<file path="config.mk">
export PLATFORM = sky130hd
export DESIGN_NAME = vrbs_ctrl
export DESIGN_NICKNAME = d
export VERILOG_FILES = /design/src/vrbs_pkg.sv /design/src/vrbs_ctrl.sv
export SDC_FILE = /design/constraint.sdc
export NUM_CORES = 1
export LEC_CHECK = 0
export BUFFER_PORTS_ARGS = -buffer_cell sky130_fd_sc_hd__buf_2
export CAP_MARGIN = 15
export CORE_AREA = 5 5 42 44
export DETAILED_ROUTE_END_ITERATION = 8
export DIE_AREA = 0 0 47 49
export GPL_TIMING_DRIVEN = 0
export PLACE_DENSITY = 0.53
export SYNTH_ARGS = -nofsm -noshare
export SYNTH_HDL_FRONTEND = slang
export SYNTH_SLANG_ARGS = --single-unit
</file>
<file path="constraint.sdc">
create_clock -name clk -period 1.6 [get_ports clk]
set_input_delay 0.16 -clock clk [delete_from_list [all_inputs] [get_ports clk]]
set_output_delay 0.16 -clock clk [all_outputs]
set_load 0.01 [all_outputs]
</file>
<file path="src/vrbs_pkg.sv">
// ----------------------------------------------------------------------------
// vrbs_pkg
// Shared types and constants for the variable-length record byte stack:
// field widths, request and result codes, controller/datapath structs.
// ----------------------------------------------------------------------------
package vrbs_pkg;

  // default geometry
  localparam int STACK_BYTES  = 1024;
  localparam int MAX_RECORD   = 64;
  localparam int HEADER_BYTES = 4;

  // fixed field widths
  localparam int REQ_W  = 2;
  localparam int BYTE_W = 8;
  localparam int LEN_W  = 7;
  localparam int STS_W  = 2;
  localparam int FREE_W = 11;

  // request codes
  typedef enum logic [REQ_W-1:0] {
    REQ_PUSH  = 2'd0,
    REQ_POP   = 2'd1,
    REQ_PEEK  = 2'd2,
    REQ_CLEAR = 2'd3
  } req_t;

  // result status codes
  typedef enum logic [STS_W-1:0] {
    ST_OK    = 2'd0,
    ST_FULL  = 2'd1,
    ST_EMPTY = 2'd2
  } res_status_t;

  // controller to datapath commands
  typedef struct packed {
    logic        accept_push;  // push beat taken this cycle
    logic        drop_run;     // discard any open push run
    logic        do_clear;     // empty the stack
    logic        read_hdr;     // read header byte at top
    logic        take_hdr;     // header data back, size the transfer
    logic        read_next;    // read next record byte
    logic        load_byte;    // load record byte into result register
    logic        write_hdr;    // write header of committed record
    logic        load_status;  // load a status-only result
    res_status_t status;       // status for load_status
    logic        with_stored;  // status result carries stored length
  } cmd_t;

  // datapath to controller status
  typedef struct packed {
    req_t req;           // request code of the waiting input beat
    logic push_final;    // a push beat now would end its run
    logic push_refused;  // the run of that beat is refused
    logic empty;         // no record on the stack
    logic count_zero;    // transfer byte count is zero
    logic rem_last;      // one record byte left to load
    logic out_valid;     // result register holds a result
    logic out_taken;     // result beat completes this cycle
  } dp_stat_t;

endpackage

</file>
<file path="src/vrbs_ctrl.sv">
// ----------------------------------------------------------------------------
// vrbs_ctrl
// Sequencer of the record stack: takes request beats, runs header write after
// a committed push and steps the pop/peek byte transfer.
// ----------------------------------------------------------------------------
module vrbs_ctrl (
  input  logic               clk,
  input  logic               rst,
  input  logic               in_valid,
  output logic               in_ready,
  input  vrbs_pkg::dp_stat_t st,
  output vrbs_pkg::cmd_t     cmd
);

  typedef enum logic [2:0] {
    S_IDLE,
    S_HDR_WR,
    S_HDR_RD,
    S_BYTE,
    S_WAIT
  } state_t;

  state_t state, state_next;
  logic   acc;

  // request beats only while idle with an empty result register
  assign in_ready = (state == S_IDLE) && !st.out_valid;
  assign acc      = in_valid && in_ready;

  // command decode
  always_comb begin
    cmd        = '0;
    cmd.status = vrbs_pkg::ST_OK;
    state_next = state;
    unique case (state)
      S_IDLE: begin
        if (acc) begin
          unique case (st.req)
            vrbs_pkg::REQ_PUSH: begin
              cmd.accept_push = 1'b1;
              if (st.push_final) begin
                cmd.load_status = 1'b1;
                cmd.status      = st.push_refused ? vrbs_pkg::ST_FULL
                                                  : vrbs_pkg::ST_OK;
                state_next      = st.push_refused ? S_IDLE : S_HDR_WR;
              end
            end
            vrbs_pkg::REQ_CLEAR: begin
              cmd.drop_run    = 1'b1;
              cmd.do_clear    = 1'b1;
              cmd.load_status = 1'b1;
            end
            default: begin
              // pop or peek
              cmd.drop_run = 1'b1;
              if (st.empty) begin
                cmd.load_status = 1'b1;
                cmd.status      = vrbs_pkg::ST_EMPTY;
              end else begin
                cmd.read_hdr = 1'b1;
                state_next   = S_HDR_RD;
              end
            end
          endcase
        end
      end
      S_HDR_WR: begin
        cmd.write_hdr = 1'b1;
        state_next    = S_IDLE;
      end
      S_HDR_RD: begin
        cmd.take_hdr = 1'b1;
        if (st.count_zero) begin
          cmd.load_status = 1'b1;
          cmd.with_stored = 1'b1;
          state_next      = S_IDLE;
        end else begin
          state_next = S_BYTE;
        end
      end
      S_BYTE: begin
        cmd.load_byte = 1'b1;
        state_next    = st.rem_last ? S_IDLE : S_WAIT;
      end
      S_WAIT: begin
        if (st.out_taken) begin
          cmd.read_next = 1'b1;
          state_next    = S_BYTE;
        end
      end
      default: begin
        state_next = S_IDLE;
      end
    endcase
  end

  // state register
  always_ff @(posedge clk) begin
    if (rst) begin
      state <= S_IDLE;
    end else begin
      state <= state_next;
    end
  end

endmodule

</file>
==> results.txt <==
Mapped Cells - 46
Pin count of the biggest net entering global routing - 11
Initial Util - 25.7%
Yosys warnings - 0
Logic pwr share - 32.9%
Clock sink count - 3
CP max FO - 4
Seq cells post-synth - 3
Root Driver - clkbuf_4
Critical path's slowest cell - dfxtp_4
Final #Nets - 94
Mapped Area - 360 µm²
CP max stage delay - 340 ps
Switching part of the total - 29.5%
Placement Setup Slack - 23.6 ps
Setup WS post-layout - -21.0 ps
RSZ-0062 raised after global routing - yes
Sequential share of the synthesized area - 16.7%
Slew @ Worst Pin - 315 ps
NetSw - 0.0000941 W
N_diodes - 0
Initial antenna violation count - 0
Internal power - 0.000225 W
Seq pwr share - 24.5%
Crit path cell chain - nor4_4, and3_4, and4b_1, buf_2
Final-report setup violation count - 2
Hold buffers post-CTS - 0
First-pass DRT Iterations - 4
Worst vdd ir - 0.000494 V
Most flops, register - state
Leakage - 0.332 nW
Initial drt markers - 4
Failing checks - setup timing
Later-pin clock latency in the skew report - 240 ps
Clock Pin Slew Worst Setup and Hold Paths - 40 ps
GR Overflow Total - 0
CP Capture Type - output pin
Clock Power Share - 42.6%
WL final - 1110 µm
CTS buffer count - 3
Min Tclk post-route - 1620 ps
Final hold violation count - 0
Setup Total Neg Slack - -39.7 ps
Fin crit share - 101%
Biggest regs - state (3)
Yosys cell types - 27
Die ar. - 2300 µm²
Hold Path Class - input pin to flip-flop
Layout area overhead - 60.1%
Drt wl/cell - 11.8 µm
Synth Area per Inst - 7.83 µm²
Vias per cell - 4.79
Placed cell count - 86
Arrival time worst endpoint - 1460 ps
Vias in the first global route - 414
Final count of pins violating max slew - 0
Clock buffer depth - 2
IO Pins - 25
Layout cells sized above 1 - 56.4%
Die height - 49 µm
Clock skew - 2.60 ps
PortBufs - 24
DRC viols - 0
Worst setup path class - flip-flop to output pin
Max reg flops - 3
Row Count - 14
Status - finished, violations left
Vias - 450
Relative slew slack - 78.9%
CTS tree - yes
Final ANT Viol Nets - 0
Htree depth - 1
Req. time, crit path - 1440 ps
First-pass GRT wire length - 1720 µm
Power Dens Cells - 552 nW/µm²
Total power draw - 0.000319 W
Worst setup SP type - flip-flop
Core Region - 1400 µm²
Fmax - 0.617 GHz
Finished Core Util - 41.2%
Final Non-Filler Cells - 94
Syn Nets - 61
Max Cap Violations - 0
Hpwl dp - 830 µm
GP Congestion - 0.707
Chip width - 47 µm
All-Layer GR Usage - 10.2%
[placed cells by master, fill, tap and decap left out, types with 2 or more instances in the layout]
cell / instances
buf_2: 25
nor2_1: 6
inv_1: 5
buf_4: 4
a211oi_1: 3
nand2b_1: 3
ha_1: 3
clkbuf_4: 3
nand2_1: 2
dfxtp_1: 2
[critical path, delay by kind of cell (launching register included)]
kind | cells | cell delay, ps
DFF | 1 | 340
and+or+nand+nor | 3 | 760
buffers and inverters | 1 | 130
[timing repair]
| item | in CTS | in global routing |
|---|---|---|
| endpoints found under the hold margin | 0 | 0 |
| gates resized for setup | 3 | 3 |
| buffers inserted | 3 | 1 |
| pin swaps | 3 | 0 |
| setup endpoints to repair | 4 | 4 |
[per-layer routing]
layer | global-route usage (%) | routed length [µm] | up-vias
met2 | 14.9 | 560 | 21
met3 | 5.17 | 117 | 0
li1 | - | - | 231
met5 | 0 | 0 | -
met4 | 4.15 | 0 | 0
met1 | 12.3 | 431 | 198
[cell usage after synthesis]
library cell	number	area share, %
inv_1	5	5.2
and2_2	1	2.1
and4b_1	1	2.8
nand2b_1	3	5.2
a31oi_1	1	1.7
or2_2	1	1.7
and2_1	1	1.7
and3_2	1	2.1
nor2_1	6	6.2
ha_1	3	10
and3_1	2	3.5
nand3_1	1	1.4
buf_6	1	3.1
o21ai_0	1	1.4
a31o_2	1	2.4
a32oi_1	1	2.4
a2111oi_0	1	2.4
a211oi_1	3	6.2
nor4b_1	1	2.4
and3b_2	1	2.8
nor4_1	1	1.7
nor4_4	1	5.9
buf_2	1	1.4
dfxtp_1	3	17
a211o_2	1	2.8
nor3b_1	1	2.1
nand2_1	2	2.1
[layout make-up]
type | count | area, µm²
fillers | 166 | 825
plain buffers | 2 | 16.3
flip-flops and latches | 3 | 63.8
repair buffers | 28 | 150
clock buffers | 4 | 26.3
multi-input cells | 36 | 282
inverters | 5 | 18.8
well taps | 16 | 20.0
[power groups by stage]
stage	sequential, W	clock (W)	combinational (W)
finish	0.0000779	0.000136	0.000105
global placement	0.0000812	0	0.0000856
global route	0.0000779	0.000152	0.000119
detailed placement	0.0000811	0	0.0000856
CTS	0.0000779	0.000141	0.0000972
floorplan	0.0000806	0	0.0000494
[cell families (layout without fill, tap and decap cells)]
| family | after synthesis | in the layout | synth area share [%] |
|---|---|---|---|
| AO/OA/AOI/OAI | 9 | 9 | 19.4 |
| adder cells (fa/ha/maj) | 3 | 3 | 10.4 |
| buffers and inverters | 7 | 39 | 9.72 |
| flip-flops | 3 | 3 | 16.7 |
| AND/OR/NAND/NOR | 24 | 24 | 43.8 |
[worst paths after layout]
path / startpoint / end / slack, ps / depth (start not counted)
worst min-delay path: rst / state[2] / 90 / 2
worst max-delay path: state[1] / cmd[1] / -20 / 4
worst min register to register: state[0] / state[1] / 680 / 4
worst max register to register: state[2] / state[1] / 300 / 4
[stage by stage]
| stage | hold slack (ps) | area (µm²) |
|---|---|---|
| 5_1_grt | 94.3 | 577 |
| 3_5_place_dp | 340 | 500 |
| 2_1_floorplan | 232 | 360 |
| 6_report | 92.1 | 577 |
| 3_3_place_gp | 337 | 500 |
| 4_1_cts | 90.0 | 554 |
Note: power is estimated with default switching activity, not from simulation.
